## src/sv/csd_pkg.sv

```systemverilog
package csd_pkg;

  localparam int FrameBytes = 8;
  localparam logic [31:0] QNAN_BITS = 32'h7FC0_0000;

  // configuration register indexes
  localparam logic [2:0] REG_BYTE_OFFSET = 3'd0;
  localparam logic [2:0] REG_BYTE_COUNT  = 3'd1;
  localparam logic [2:0] REG_FORMAT      = 3'd2;
  localparam logic [2:0] REG_SCALE       = 3'd3;
  localparam logic [2:0] REG_OFFSET      = 3'd4;
  localparam logic [2:0] REG_MIN         = 3'd5;
  localparam logic [2:0] REG_MAX         = 3'd6;

  // format flag bits
  localparam int FMT_LITTLE = 0;
  localparam int FMT_SIGNED = 1;
  localparam int FMT_FLOAT  = 2;

  // per-word side info that rides along the arithmetic pipe
  typedef struct packed {
    logic        nofit;
    logic        flt;
    logic [31:0] raw;
  } csd_side_t;

  // field layout settings
  typedef struct packed {
    logic [2:0] first_byte;
    logic [2:0] byte_count;
    logic [2:0] format;
  } csd_fmt_t;

  // leading zero count, counted from bit 63
  function automatic logic [5:0] lzc64(input logic [63:0] x);
    logic [5:0] n;
    logic       found;
    n = 6'd0;
    found = 1'b0;
    for (int i = 63; i >= 0; i--) begin
      if (!found) begin
        if (x[i]) found = 1'b1;
        else n = n + 6'd1;
      end
    end
    return n;
  endfunction

  function automatic logic is_nan(input logic [31:0] f);
    return (f[30:23] == 8'hFF) && (f[22:0] != 23'd0);
  endfunction

  function automatic logic is_inf(input logic [31:0] f);
    return (f[30:23] == 8'hFF) && (f[22:0] == 23'd0);
  endfunction

  // ordered a < b; false when either is NaN, zeros compare equal
  function automatic logic fp_lt(input logic [31:0] a, input logic [31:0] b);
    logic r;
    if (is_nan(a) || is_nan(b)) r = 1'b0;
    else if (a[30:0] == 31'd0 && b[30:0] == 31'd0) r = 1'b0;
    else if (a[31] != b[31]) r = a[31];
    else if (!a[31]) r = a[30:0] < b[30:0];
    else r = a[30:0] > b[30:0];
    return r;
  endfunction

  // Round to nearest even. m has its leading one at bit 49, e is the biased
  // exponent that bit would carry; e below one gives a subnormal.
  function automatic logic [31:0] fp_round(input logic sgn, input logic signed [9:0] e,
                                           input logic [49:0] m, input logic stk);
    logic signed [10:0] shv;
    logic [5:0]         sh;
    logic [49:0]        den;
    logic               lost;
    logic [7:0]         ef;
    logic               g;
    logic               s;
    logic               inc;
    logic [30:0]        mag;
    logic [31:0]        r;
    shv = 11'sd1 - {e[9], e};
    if (e >= 10'sd1) begin
      den = m;
      ef = e[7:0];
      lost = stk;
    end else begin
      sh = (shv > 11'sd50) ? 6'd50 : shv[5:0];
      den = m >> sh;
      ef = 8'd0;
      lost = stk | (|(m & ~({50{1'b1}} << sh)));
    end
    g = den[25];
    s = (|den[24:0]) | lost;
    inc = g & (s | den[26]);
    mag = {ef, den[48:26]} + {30'd0, inc};
    if (e >= 10'sd255) r = {sgn, 8'hFF, 23'd0};
    else r = {sgn, mag};
    return r;
  endfunction

endpackage

```

## src/sv/csd_int2fp.sv

```systemverilog
module csd_int2fp import csd_pkg::*; (
  input  logic        clk,
  input  logic        rst,
  input  logic        en,
  input  logic        in_valid,
  input  logic [63:0] frame_data,
  input  logic [3:0]  frame_length,
  input  csd_fmt_t    fmt,
  output logic        out_valid,
  output logic [31:0] conv,
  output csd_side_t   out_side
);

  // stage 1: gather field, fit check, sign handling
  logic [2:0]  cnt;
  logic [3:0]  len;
  logic [7:0]  b [4];
  logic [31:0] mask;
  logic [31:0] le_raw;
  logic [31:0] be_raw;
  logic [31:0] raw;
  logic [31:0] ext;
  logic        neg;
  logic [3:0]  idx [4];

  always_comb begin
    if (fmt.byte_count == 3'd0) cnt = 3'd1;
    else if (fmt.byte_count > 3'd4) cnt = 3'd4;
    else cnt = fmt.byte_count;
    len = (frame_length > 4'(FrameBytes)) ? 4'(FrameBytes) : frame_length;
    for (int i = 0; i < 4; i++) begin
      idx[i] = {1'b0, fmt.first_byte} + 4'(i);
      b[i] = idx[i][3] ? 8'd0 : frame_data[idx[i][2:0]*8 +: 8];
    end
    unique case (cnt)
      3'd1: mask = 32'h0000_00FF;
      3'd2: mask = 32'h0000_FFFF;
      3'd3: mask = 32'h00FF_FFFF;
      default: mask = 32'hFFFF_FFFF;
    endcase
    le_raw = {b[3], b[2], b[1], b[0]} & mask;
    be_raw = {b[0], b[1], b[2], b[3]} >> ({3'd4 - cnt, 3'd0});
    raw = fmt.format[FMT_LITTLE] ? le_raw : be_raw;
    ext = (fmt.format[FMT_SIGNED] && ((raw & ~(mask >> 1)) & mask) != 32'd0) ?
          (raw | ~mask) : raw;
    neg = fmt.format[FMT_SIGNED] & ext[31];
  end

  logic        s1_valid;
  logic [31:0] s1_mag;
  logic        s1_neg;
  csd_side_t   s1_side;

  always_ff @(posedge clk) begin
    if (rst) s1_valid <= 1'b0;
    else if (en) s1_valid <= in_valid;
    if (en) begin
      s1_mag <= neg ? (~ext + 32'd1) : ext;
      s1_neg <= neg;
      s1_side.nofit <= ({1'b0, fmt.first_byte} + {1'b0, cnt}) > len;
      s1_side.flt <= fmt.format[FMT_FLOAT];
      s1_side.raw <= raw;
    end
  end

  // stage 2: normalize magnitude
  logic        s2_valid;
  logic [31:0] s2_norm;
  logic [5:0]  s2_lz;
  logic        s2_neg;
  logic        s2_zero;
  csd_side_t   s2_side;
  logic [5:0]  lz;

  assign lz = lzc64({s1_mag, 32'd0});

  always_ff @(posedge clk) begin
    if (rst) s2_valid <= 1'b0;
    else if (en) s2_valid <= s1_valid;
    if (en) begin
      s2_norm <= s1_mag << lz[4:0];
      s2_lz <= lz;
      s2_neg <= s1_neg;
      s2_zero <= (s1_mag == 32'd0);
      s2_side <= s1_side;
    end
  end

  // stage 3: round to single
  always_ff @(posedge clk) begin
    if (rst) out_valid <= 1'b0;
    else if (en) out_valid <= s2_valid;
    if (en) begin
      conv <= s2_zero ? 32'd0 :
              fp_round(s2_neg, 10'sd158 - $signed({4'd0, s2_lz}), {s2_norm, 18'd0}, 1'b0);
      out_side <= s2_side;
    end
  end

endmodule

```

## src/sv/csd_fmul.sv

```systemverilog
module csd_fmul import csd_pkg::*; (
  input  logic        clk,
  input  logic        rst,
  input  logic        en,
  input  logic        in_valid,
  input  logic [31:0] a,
  input  logic [31:0] b,
  input  csd_side_t   in_side,
  output logic        out_valid,
  output logic [31:0] prod,
  output csd_side_t   out_side
);

  // stage 1: specials and mantissa product
  logic [23:0] ma;
  logic [23:0] mb;
  logic [7:0]  eb;
  logic        a_zero;
  logic        b_zero;

  always_comb begin
    a_zero = (a[30:0] == 31'd0);
    b_zero = (b[30:0] == 31'd0);
    ma = {(a[30:23] != 8'd0), a[22:0]};
    mb = {(b[30:23] != 8'd0), b[22:0]};
    eb = (b[30:23] == 8'd0) ? 8'd1 : b[30:23];
  end

  logic              s1_valid;
  logic [47:0]       s1_p;
  logic signed [9:0] s1_e;
  logic              s1_sgn;
  logic              s1_nan;
  logic              s1_inf;
  logic              s1_zero;
  csd_side_t         s1_side;

  always_ff @(posedge clk) begin
    if (rst) s1_valid <= 1'b0;
    else if (en) s1_valid <= in_valid;
    if (en) begin
      s1_p <= ma * mb;
      s1_e <= $signed({2'd0, a[30:23]}) + $signed({2'd0, eb}) - 10'sd126;
      s1_sgn <= a[31] ^ b[31];
      s1_nan <= is_nan(a) || is_nan(b) || ((is_inf(a) && b_zero) || (is_inf(b) && a_zero));
      s1_inf <= is_inf(a) || is_inf(b);
      s1_zero <= a_zero || b_zero;
      s1_side <= in_side;
    end
  end

  // stage 2: normalize
  logic              s2_valid;
  logic [47:0]       s2_p;
  logic signed [9:0] s2_e;
  logic              s2_sgn;
  logic              s2_nan;
  logic              s2_inf;
  logic              s2_zero;
  csd_side_t         s2_side;
  logic [5:0]        lz;

  assign lz = lzc64({s1_p, 16'd0});

  always_ff @(posedge clk) begin
    if (rst) s2_valid <= 1'b0;
    else if (en) s2_valid <= s1_valid;
    if (en) begin
      s2_p <= s1_p << lz;
      s2_e <= s1_e - $signed({4'd0, lz});
      s2_sgn <= s1_sgn;
      s2_nan <= s1_nan;
      s2_inf <= s1_inf;
      s2_zero <= s1_zero;
      s2_side <= s1_side;
    end
  end

  // stage 3: round
  always_ff @(posedge clk) begin
    if (rst) out_valid <= 1'b0;
    else if (en) out_valid <= s2_valid;
    if (en) begin
      priority if (s2_nan) prod <= QNAN_BITS;
      else if (s2_inf) prod <= {s2_sgn, 8'hFF, 23'd0};
      else if (s2_zero) prod <= {s2_sgn, 31'd0};
      else prod <= fp_round(s2_sgn, s2_e, {s2_p, 2'd0}, 1'b0);
      out_side <= s2_side;
    end
  end

endmodule

```

## src/sv/csd_fadd.sv

```systemverilog
module csd_fadd import csd_pkg::*; (
  input  logic        clk,
  input  logic        rst,
  input  logic        en,
  input  logic        in_valid,
  input  logic [31:0] a,
  input  logic [31:0] b,
  input  csd_side_t   in_side,
  output logic        out_valid,
  output logic [31:0] sum,
  output csd_side_t   out_side
);

  // stage 1: specials, swap, align
  logic [31:0] big;
  logic [31:0] lil;
  logic [7:0]  e_big;
  logic [7:0]  e_lil;
  logic [7:0]  d;
  logic [5:0]  dsat;
  logic [49:0] mb_full;
  logic [49:0] mb_sh;
  logic        mb_lost;

  always_comb begin
    if (b[30:0] > a[30:0]) begin
      big = b;
      lil = a;
    end else begin
      big = a;
      lil = b;
    end
    e_big = (big[30:23] == 8'd0) ? 8'd1 : big[30:23];
    e_lil = (lil[30:23] == 8'd0) ? 8'd1 : lil[30:23];
    d = e_big - e_lil;
    dsat = (d > 8'd50) ? 6'd50 : d[5:0];
    mb_full = {(lil[30:23] != 8'd0), lil[22:0], 26'd0};
    mb_sh = mb_full >> dsat;
    mb_lost = |(mb_full & ~({50{1'b1}} << dsat));
  end

  logic        s1_valid;
  logic [49:0] s1_ma;
  logic [49:0] s1_mb;
  logic        s1_sub;
  logic        s1_sgn;
  logic        s1_zsgn;
  logic [7:0]  s1_e;
  logic        s1_nan;
  logic        s1_inf;
  logic        s1_isgn;
  csd_side_t   s1_side;

  always_ff @(posedge clk) begin
    if (rst) s1_valid <= 1'b0;
    else if (en) s1_valid <= in_valid;
    if (en) begin
      s1_ma <= {(big[30:23] != 8'd0), big[22:0], 26'd0};
      s1_mb <= {mb_sh[49:1], mb_sh[0] | mb_lost};
      s1_sub <= a[31] ^ b[31];
      s1_sgn <= big[31];
      s1_zsgn <= a[31] & b[31];
      s1_e <= e_big;
      s1_nan <= is_nan(a) || is_nan(b) || (is_inf(a) && is_inf(b) && (a[31] != b[31]));
      s1_inf <= is_inf(a) || is_inf(b);
      s1_isgn <= is_inf(a) ? a[31] : b[31];
      s1_side <= in_side;
    end
  end

  // stage 2: add or subtract magnitudes
  logic        s2_valid;
  logic [50:0] s2_s;
  logic        s2_sgn;
  logic        s2_zsgn;
  logic [7:0]  s2_e;
  logic        s2_nan;
  logic        s2_inf;
  logic        s2_isgn;
  csd_side_t   s2_side;

  always_ff @(posedge clk) begin
    if (rst) s2_valid <= 1'b0;
    else if (en) s2_valid <= s1_valid;
    if (en) begin
      s2_s <= s1_sub ? ({1'b0, s1_ma} - {1'b0, s1_mb}) : ({1'b0, s1_ma} + {1'b0, s1_mb});
      s2_sgn <= s1_sgn;
      s2_zsgn <= s1_zsgn;
      s2_e <= s1_e;
      s2_nan <= s1_nan;
      s2_inf <= s1_inf;
      s2_isgn <= s1_isgn;
      s2_side <= s1_side;
    end
  end

  // stage 3: normalize
  logic              s3_valid;
  logic [50:0]       s3_s;
  logic signed [9:0] s3_e;
  logic              s3_zero;
  logic              s3_sgn;
  logic              s3_zsgn;
  logic              s3_nan;
  logic              s3_inf;
  logic              s3_isgn;
  csd_side_t         s3_side;
  logic [5:0]        lz;

  assign lz = lzc64({s2_s, 13'd0});

  always_ff @(posedge clk) begin
    if (rst) s3_valid <= 1'b0;
    else if (en) s3_valid <= s2_valid;
    if (en) begin
      s3_s <= s2_s << lz;
      s3_e <= $signed({2'd0, s2_e}) + 10'sd1 - $signed({4'd0, lz});
      s3_zero <= (s2_s == 51'd0);
      s3_sgn <= s2_sgn;
      s3_zsgn <= s2_zsgn;
      s3_nan <= s2_nan;
      s3_inf <= s2_inf;
      s3_isgn <= s2_isgn;
      s3_side <= s2_side;
    end
  end

  // stage 4: round; any NaN leaves as the quiet NaN
  always_ff @(posedge clk) begin
    if (rst) out_valid <= 1'b0;
    else if (en) out_valid <= s3_valid;
    if (en) begin
      priority if (s3_nan) sum <= QNAN_BITS;
      else if (s3_inf) sum <= {s3_isgn, 8'hFF, 23'd0};
      else if (s3_zero) sum <= {s3_zsgn, 31'd0};
      else sum <= fp_round(s3_sgn, s3_e, s3_s[50:1], s3_s[0]);
      out_side <= s3_side;
    end
  end

endmodule

```

## src/sv/csd_clamp.sv

```systemverilog
module csd_clamp import csd_pkg::*; (
  input  logic        clk,
  input  logic        rst,
  input  logic        en,
  input  logic        in_valid,
  input  logic [31:0] sum,
  input  csd_side_t   in_side,
  input  logic [31:0] min_bits,
  input  logic [31:0] max_bits,
  output logic        out_valid,
  output logic [31:0] value_bits,
  output logic        does_not_fit,
  output logic        out_flt
);

  logic [31:0] v;
  logic [31:0] v_lo;
  logic [31:0] res;

  // min first, then max against the possibly replaced value
  always_comb begin
    v = in_side.flt ? in_side.raw : sum;
    v_lo = fp_lt(v, min_bits) ? min_bits : v;
    res = fp_lt(max_bits, v_lo) ? max_bits : v_lo;
    if (in_side.nofit) res = QNAN_BITS;
  end

  always_ff @(posedge clk) begin
    if (rst) out_valid <= 1'b0;
    else if (en) out_valid <= in_valid;
    if (en) begin
      value_bits <= res;
      does_not_fit <= in_side.nofit;
      out_flt <= in_side.flt;
    end
  end

endmodule

```

## src/sv/can_signal_decoder.sv

```systemverilog
// CAN signal decoder.
// Input stream s_*: one word per frame, s_tdata = frame_data[63:0],
// frame_length[67:64], zero padded to 72 bits. Output stream m_*: one word
// per frame, m_tdata = value_bits (IEEE single), m_tuser = does_not_fit.
// Configuration: cfg_we writes cfg_data into register cfg_index (0 offset,
// 1 byte count, 2 format, 3 scale, 4 offset, 5 min, 6 max); write only
// while no frame is in flight.
// Pipeline: 11 register stages (gather, int-to-float normalize and round,
// multiply, normalize, round, align, add, normalize, round, clamp). The
// accepting edge loads the first stage, and the clamp stage drives m_tvalid.
// Throughput is one frame per cycle unless m_tready stalls the pipe; every
// stage is fully pipelined.
// When m_tready is low with a result waiting, the whole pipe holds and
// s_tready drops; nothing is lost or repeated.
// Reset clears all valid bits, holds s_tready low and loads the register
// defaults (offset 0, count 1, big endian unsigned, scale 1.0, offset 0.0,
// min -inf, max +inf).
module can_signal_decoder import csd_pkg::*; (
  input  logic        clk,
  input  logic        rst,
  input  logic        s_tvalid,
  output logic        s_tready,
  input  logic [71:0] s_tdata,   // frame_data[63:0], frame_length[67:64]
  output logic        m_tvalid,
  input  logic        m_tready,
  output logic [31:0] m_tdata,   // value_bits[31:0]
  output logic [0:0]  m_tuser,   // does_not_fit[0]
  input  logic        cfg_we,
  input  logic [2:0]  cfg_index,
  input  logic [31:0] cfg_data
);

  // configuration registers
  csd_fmt_t    fmt;
  logic [31:0] scale_bits;
  logic [31:0] offset_bits;
  logic [31:0] min_bits;
  logic [31:0] max_bits;

  always_ff @(posedge clk) begin
    if (rst) begin
      fmt.first_byte <= 3'd0;
      fmt.byte_count <= 3'd1;
      fmt.format <= 3'd0;
      scale_bits <= 32'h3F80_0000;
      offset_bits <= 32'd0;
      min_bits <= 32'hFF80_0000;
      max_bits <= 32'h7F80_0000;
    end else if (cfg_we) begin
      unique case (cfg_index)
        REG_BYTE_OFFSET: fmt.first_byte <= cfg_data[2:0];
        REG_BYTE_COUNT:  fmt.byte_count <= cfg_data[2:0];
        REG_FORMAT:      fmt.format <= cfg_data[2:0];
        REG_SCALE:       scale_bits <= cfg_data;
        REG_OFFSET:      offset_bits <= cfg_data;
        REG_MIN:         min_bits <= cfg_data;
        REG_MAX:         max_bits <= cfg_data;
        default: ;
      endcase
    end
  end

  // global advance: the pipe moves whenever the output slot frees up
  logic en;
  assign en = ~m_tvalid | m_tready;
  assign s_tready = en & ~rst;

  logic        cv_valid;
  logic [31:0] conv;
  csd_side_t   cv_side;
  logic        ml_valid;
  logic [31:0] prod;
  csd_side_t   ml_side;
  logic        ad_valid;
  logic [31:0] sum;
  csd_side_t   ad_side;
  logic        out_flt;

  csd_int2fp u_int2fp (
    .clk(clk), .rst(rst), .en(en),
    .in_valid(s_tvalid),
    .frame_data(s_tdata[63:0]),
    .frame_length(s_tdata[67:64]),
    .fmt(fmt),
    .out_valid(cv_valid), .conv(conv), .out_side(cv_side)
  );

  csd_fmul u_fmul (
    .clk(clk), .rst(rst), .en(en),
    .in_valid(cv_valid), .a(conv), .b(scale_bits), .in_side(cv_side),
    .out_valid(ml_valid), .prod(prod), .out_side(ml_side)
  );

  csd_fadd u_fadd (
    .clk(clk), .rst(rst), .en(en),
    .in_valid(ml_valid), .a(prod), .b(offset_bits), .in_side(ml_side),
    .out_valid(ad_valid), .sum(sum), .out_side(ad_side)
  );

  csd_clamp u_clamp (
    .clk(clk), .rst(rst), .en(en),
    .in_valid(ad_valid), .sum(sum), .in_side(ad_side),
    .min_bits(min_bits), .max_bits(max_bits),
    .out_valid(m_tvalid), .value_bits(m_tdata), .does_not_fit(m_tuser[0]),
    .out_flt(out_flt)
  );

  // a frame that does not fit always reports the quiet NaN
  assert property (@(posedge clk) disable iff (rst)
    m_tvalid && m_tuser[0] |-> m_tdata == QNAN_BITS)
    else $error("does_not_fit without quiet NaN");

  // arithmetic results never carry a NaN other than the quiet one
  assert property (@(posedge clk) disable iff (rst)
    m_tvalid && !out_flt && is_nan(m_tdata) |-> m_tdata == QNAN_BITS)
    else $error("non-canonical NaN from arithmetic path");

  // reset empties the pipe
  assert property (@(posedge clk) rst |=> !m_tvalid)
    else $error("output valid right after reset");

endmodule

```

## config.mk

```make
export PLATFORM = sky130hd
export DESIGN_NAME = can_signal_decoder
export DESIGN_NICKNAME = d
export VERILOG_FILES = /design/src/sv/csd_pkg.sv /design/src/sv/csd_int2fp.sv /design/src/sv/csd_fmul.sv /design/src/sv/csd_fadd.sv /design/src/sv/csd_clamp.sv /design/src/sv/can_signal_decoder.sv
export SDC_FILE = /design/constraint.sdc
export NUM_CORES = 2
export LEC_CHECK = 0
export ABC_AREA = 1
export BUFFER_PORTS_ARGS = -buffer_cell sky130_fd_sc_hd__buf_2
export CORE_MARGIN = 5
export CORE_UTILIZATION = 35
export DETAILED_ROUTE_END_ITERATION = 8
export SYNTH_ARGS = -nofsm -noshare
export SYNTH_HDL_FRONTEND = slang
export SYNTH_SLANG_ARGS = --single-unit
```

## constraint.sdc

```tcl
create_clock -name clk -period 32.6 [get_ports clk]
set_input_delay 8.15 -clock clk [delete_from_list [all_inputs] [get_ports clk]]
set_output_delay 8.15 -clock clk [all_outputs]
set_load 0.005 [all_outputs]
```

==> summary.md <==
| Metric | Value |
|---|---|
| CTS Buffer Depth | `3` |
| DP Cell Count | `17589` |
| H-Tree Depth | `3` |
| Predominant post-synthesis flop cell | `edfxtp_1` |
| DP HPWL | `227000 um` |
| Gr ovfl total | `0` |
| Worst Tran Pin Value | `1140 ps` |
| Largest net degree at the start of global routing | `177` |
| Port-buffer cells | `142` |
| Max-cap violations | `0` |
| Crit path time final | `30250 ps` |
| Io pins | `147` |
| TritonCTS clock tree | `built` |
| Clock Sinks | `1031` |
| First-pass GRT wire length | `455000 um` |
| Tightest Hold Check Type | `flip-flop to flip-flop` |
| Vias in the first global route | `83446` |
| Ys Warns | `0` |
| Slew headroom | `0.239` |
| Area Growth Syn to Fin | `8.31%` |
| Fin. Hold Viols | `0` |
| CTS root buffer | `clkbuf_16` |
| Setup ws final | `2350 ps` |
| Gr usage total | `0.185` |
| First-pass DRT Iterations | `6` |
| Cells on worst reg2reg path | `205` |
| Slowest stage delay, CP | `480 ps` |
| Worst setup EP type | `flip-flop` |
| Initial DRC Count | `6526` |
| Fin crit share | `0.928` |
| Setup Viol. Count Final | `0` |
| Core Box Area | `291000 um^2` |
| Max Fclk | `33.1 MHz` |
| Max FO, Critical Path | `8` |
| Die ar. | `304000 um^2` |
| Slowest CP cell | `edfxtp_1` |
| Net count after synthesis | `15009` |
| Wirelength per Cell | `16.2 um` |
| Total CTS buffers | `110` |
| Clock Latency Late Sink | `790 ps` |
| Worst hold path depth | `0` |
| Antenna violations before repair | `23` |
| Synth Instances | `13882` |
| CP arrival | `30740 ps` |
| Row Count | `198` |
| CTS clock-pin slew for the worst setup and hold paths | `70 ps` |
| Post-synth EDFFs | `883` |
| Pre-CTS setup slack | `1210 ps` |
| Routed wire length | `288000 um` |
| CP most frequent cell | `ha_1` |
| Vias | `87652` |
| Clock Skew | `108 ps` |
| #FFs+latches synth | `1031` |
| Cell Area, Synth | `103000 um^2` |
| Post-route DRC | `0` |
| Cts hold-fix bufs | `0` |
| Post-synth cell types | `97` |
| CP required | `33090 ps` |
| Avg Cell Area, Syn | `7.39 um^2` |
| Placer Congestion | `0.947` |
| Routed Antenna Nets | `0` |
| Most frequent cells in the layout | `nand2_1, inv_1, o21ai_0` |
| Critical path class | `flip-flop to flip-flop` |
| Final Non-Filler Cells | `17815` |
| Initial Util | `0.352` |
| Fraction of layout cells with a size suffix above 1 | `0.0874` |
| Via density | `4.92` |
| Die Ht | `551 um` |
| Nature of the critical path startpoint | `flip-flop` |
| Most common cell after layout, fill and taps aside | `nand2_1` |
| Max Slew Vio Count | `0` |
| Status | `completed` |
| Die X | `551 um` |
| Final #Nets | `14939` |
| Post-synthesis async set-or-reset flop share | `0` |
| Sequential share of the synthesized area | `0.287` |
==> through the flow <==
| stage | area, um^2 | hold slack, ps | setup TNS, ps | util |
|---|---|---|---|---|
| 6_report | 111000 | 377 | 0 | 0.381 |
| 5_1_grt | 111000 | 391 | -1300 | 0.381 |
| 4_1_cts | 111000 | 377 | 0 | 0.380 |
| 3_5_place_dp | 107000 | 405 | 0 | 0.367 |
| 3_3_place_gp | 107000 | 400 | 0 | 0.367 |
| 2_1_floorplan | 103000 | 400 | 0 | - |
==> layer usage <==
metal / global-route usage / vias up / part of all wire
met5: 0 / - / 0.00011
met4: 0.0751 / 4 / 0.044
met3: 0.0183 / 454 / 0.044
met2: 0.313 / 1841 / 0.47
met1: 0.242 / 40650 / 0.44
li1: - / 44703 / -
==> worst max-delay path, delay by kind of cell (launching register included) <==
family / cells / cell delay, ps
flip-flops: 1 / 480
adder cells (fa/ha/maj): 61 / 16950
AO/OA/AOI/OAI: 38 / 4220
buffers and inverters: 36 / 2370
AND/OR/NAND/NOR: 70 / 5930
==> cell usage after synthesis, types with 23 or more instances <==
master / number / share of area
nand2_1: 3458 / 0.13
inv_1: 2198 / 0.080
o21ai_0: 1179 / 0.058
nor2_1: 1146 / 0.042
edfxtp_1: 883 / 0.26
nand3_1: 652 / 0.032
ha_1: 527 / 0.064
a21oi_1: 511 / 0.025
fa_1: 488 / 0.095
clkbuf_1: 399 / 0.015
xor2_1: 270 / 0.023
nand4_1: 205 / 0.013
xnor2_1: 183 / 0.016
nor3_1: 173 / 0.0084
dfxtp_1: 148 / 0.029
nand2_2: 99 / 0.0060
inv_2: 92 / 0.0034
o22ai_1: 82 / 0.0050
nor4_1: 81 / 0.0049
nor2_4: 76 / 0.0083
mux2i_1: 75 / 0.0073
a31oi_1: 58 / 0.0035
or2_2: 56 / 0.0034
o211ai_1: 55 / 0.0040
o21a_1: 50 / 0.0037
nor2_2: 47 / 0.0029
clkbuf_8: 41 / 0.0055
nand3_2: 41 / 0.0040
nor2_8: 40 / 0.0078
o31ai_1: 38 / 0.0028
inv_6: 35 / 0.0030
o21ai_1: 34 / 0.0017
nand3b_1: 31 / 0.0023
buf_1: 30 / 0.0011
inv_4: 30 / 0.0018
o21ai_2: 28 / 0.0024
nand2_4: 23 / 0.0025
==> layout make-up <==
class / count / area [um^2]
Tap cell: 3900 / 4880
Timing Repair Buffer: 348 / 2390
Clock buffer: 141 / 2970
Clock inverter: 65 / 788
Sequential cell: 1031 / 29500
Multi-Input combinational cell: 9937 / 61300
Fill cell: 30523 / 180000
Antenna cell: 9 / 22.5
Inverter: 2384 / 9290
==> cell families after synthesis <==
logic type / count (synthesis) / synth area share
simple gates: 6193 / 0.269
fa+ha+maj: 1015 / 0.160
flops: 1031 / 0.287
compound gates: 2187 / 0.118
xor+xnor: 459 / 0.0398
mux: 82 / 0.00809
buf+inv: 2915 / 0.118
==> what timing repair did <==
item | 4_1_cts | 5_1_grt
resized for setup | 0 | 73
buffers inserted | 0 | 6
endpoints found under the hold margin | 0 | 0
endpoints found under the setup margin | 0 | 82
==> sequential cells by signal, indices dropped and copies added (netlist names), 34 cells and up <==
name               count
u_int2fp.out_side     34
u_fadd.s1_mb          50
u_fadd.s3_side        34
u_fadd.s3_s           51
u_int2fp.s2_side      34
u_fmul.s2_side        34
u_fadd.s2_s           51
u_fadd.s1_side        34
u_fmul.s2_p           48
u_fmul.s1_p           48
u_int2fp.s1_side      34
u_fmul.out_side       34
u_fadd.s2_side        34
u_fmul.s1_side        34
u_fadd.out_side       34
==> worst paths after layout <==
| path | start | endpoint | slack (ps) |
|---|---|---|---|
| max | u_int2fp.s1_mag[31] | u_int2fp.s2_norm[29] | 2350 |
| max reg2reg | u_int2fp.s1_mag[31] | u_int2fp.s2_norm[29] | 2350 |
| min reg2reg | u_fmul.s2_side[1] | u_fmul.out_side[1] | 380 |
| min | u_fmul.s2_side[1] | u_fmul.out_side[1] | 380 |
Power is not shown: default switching activity piles up to over one toggle a cycle in this logic, so the estimate is an artifact.
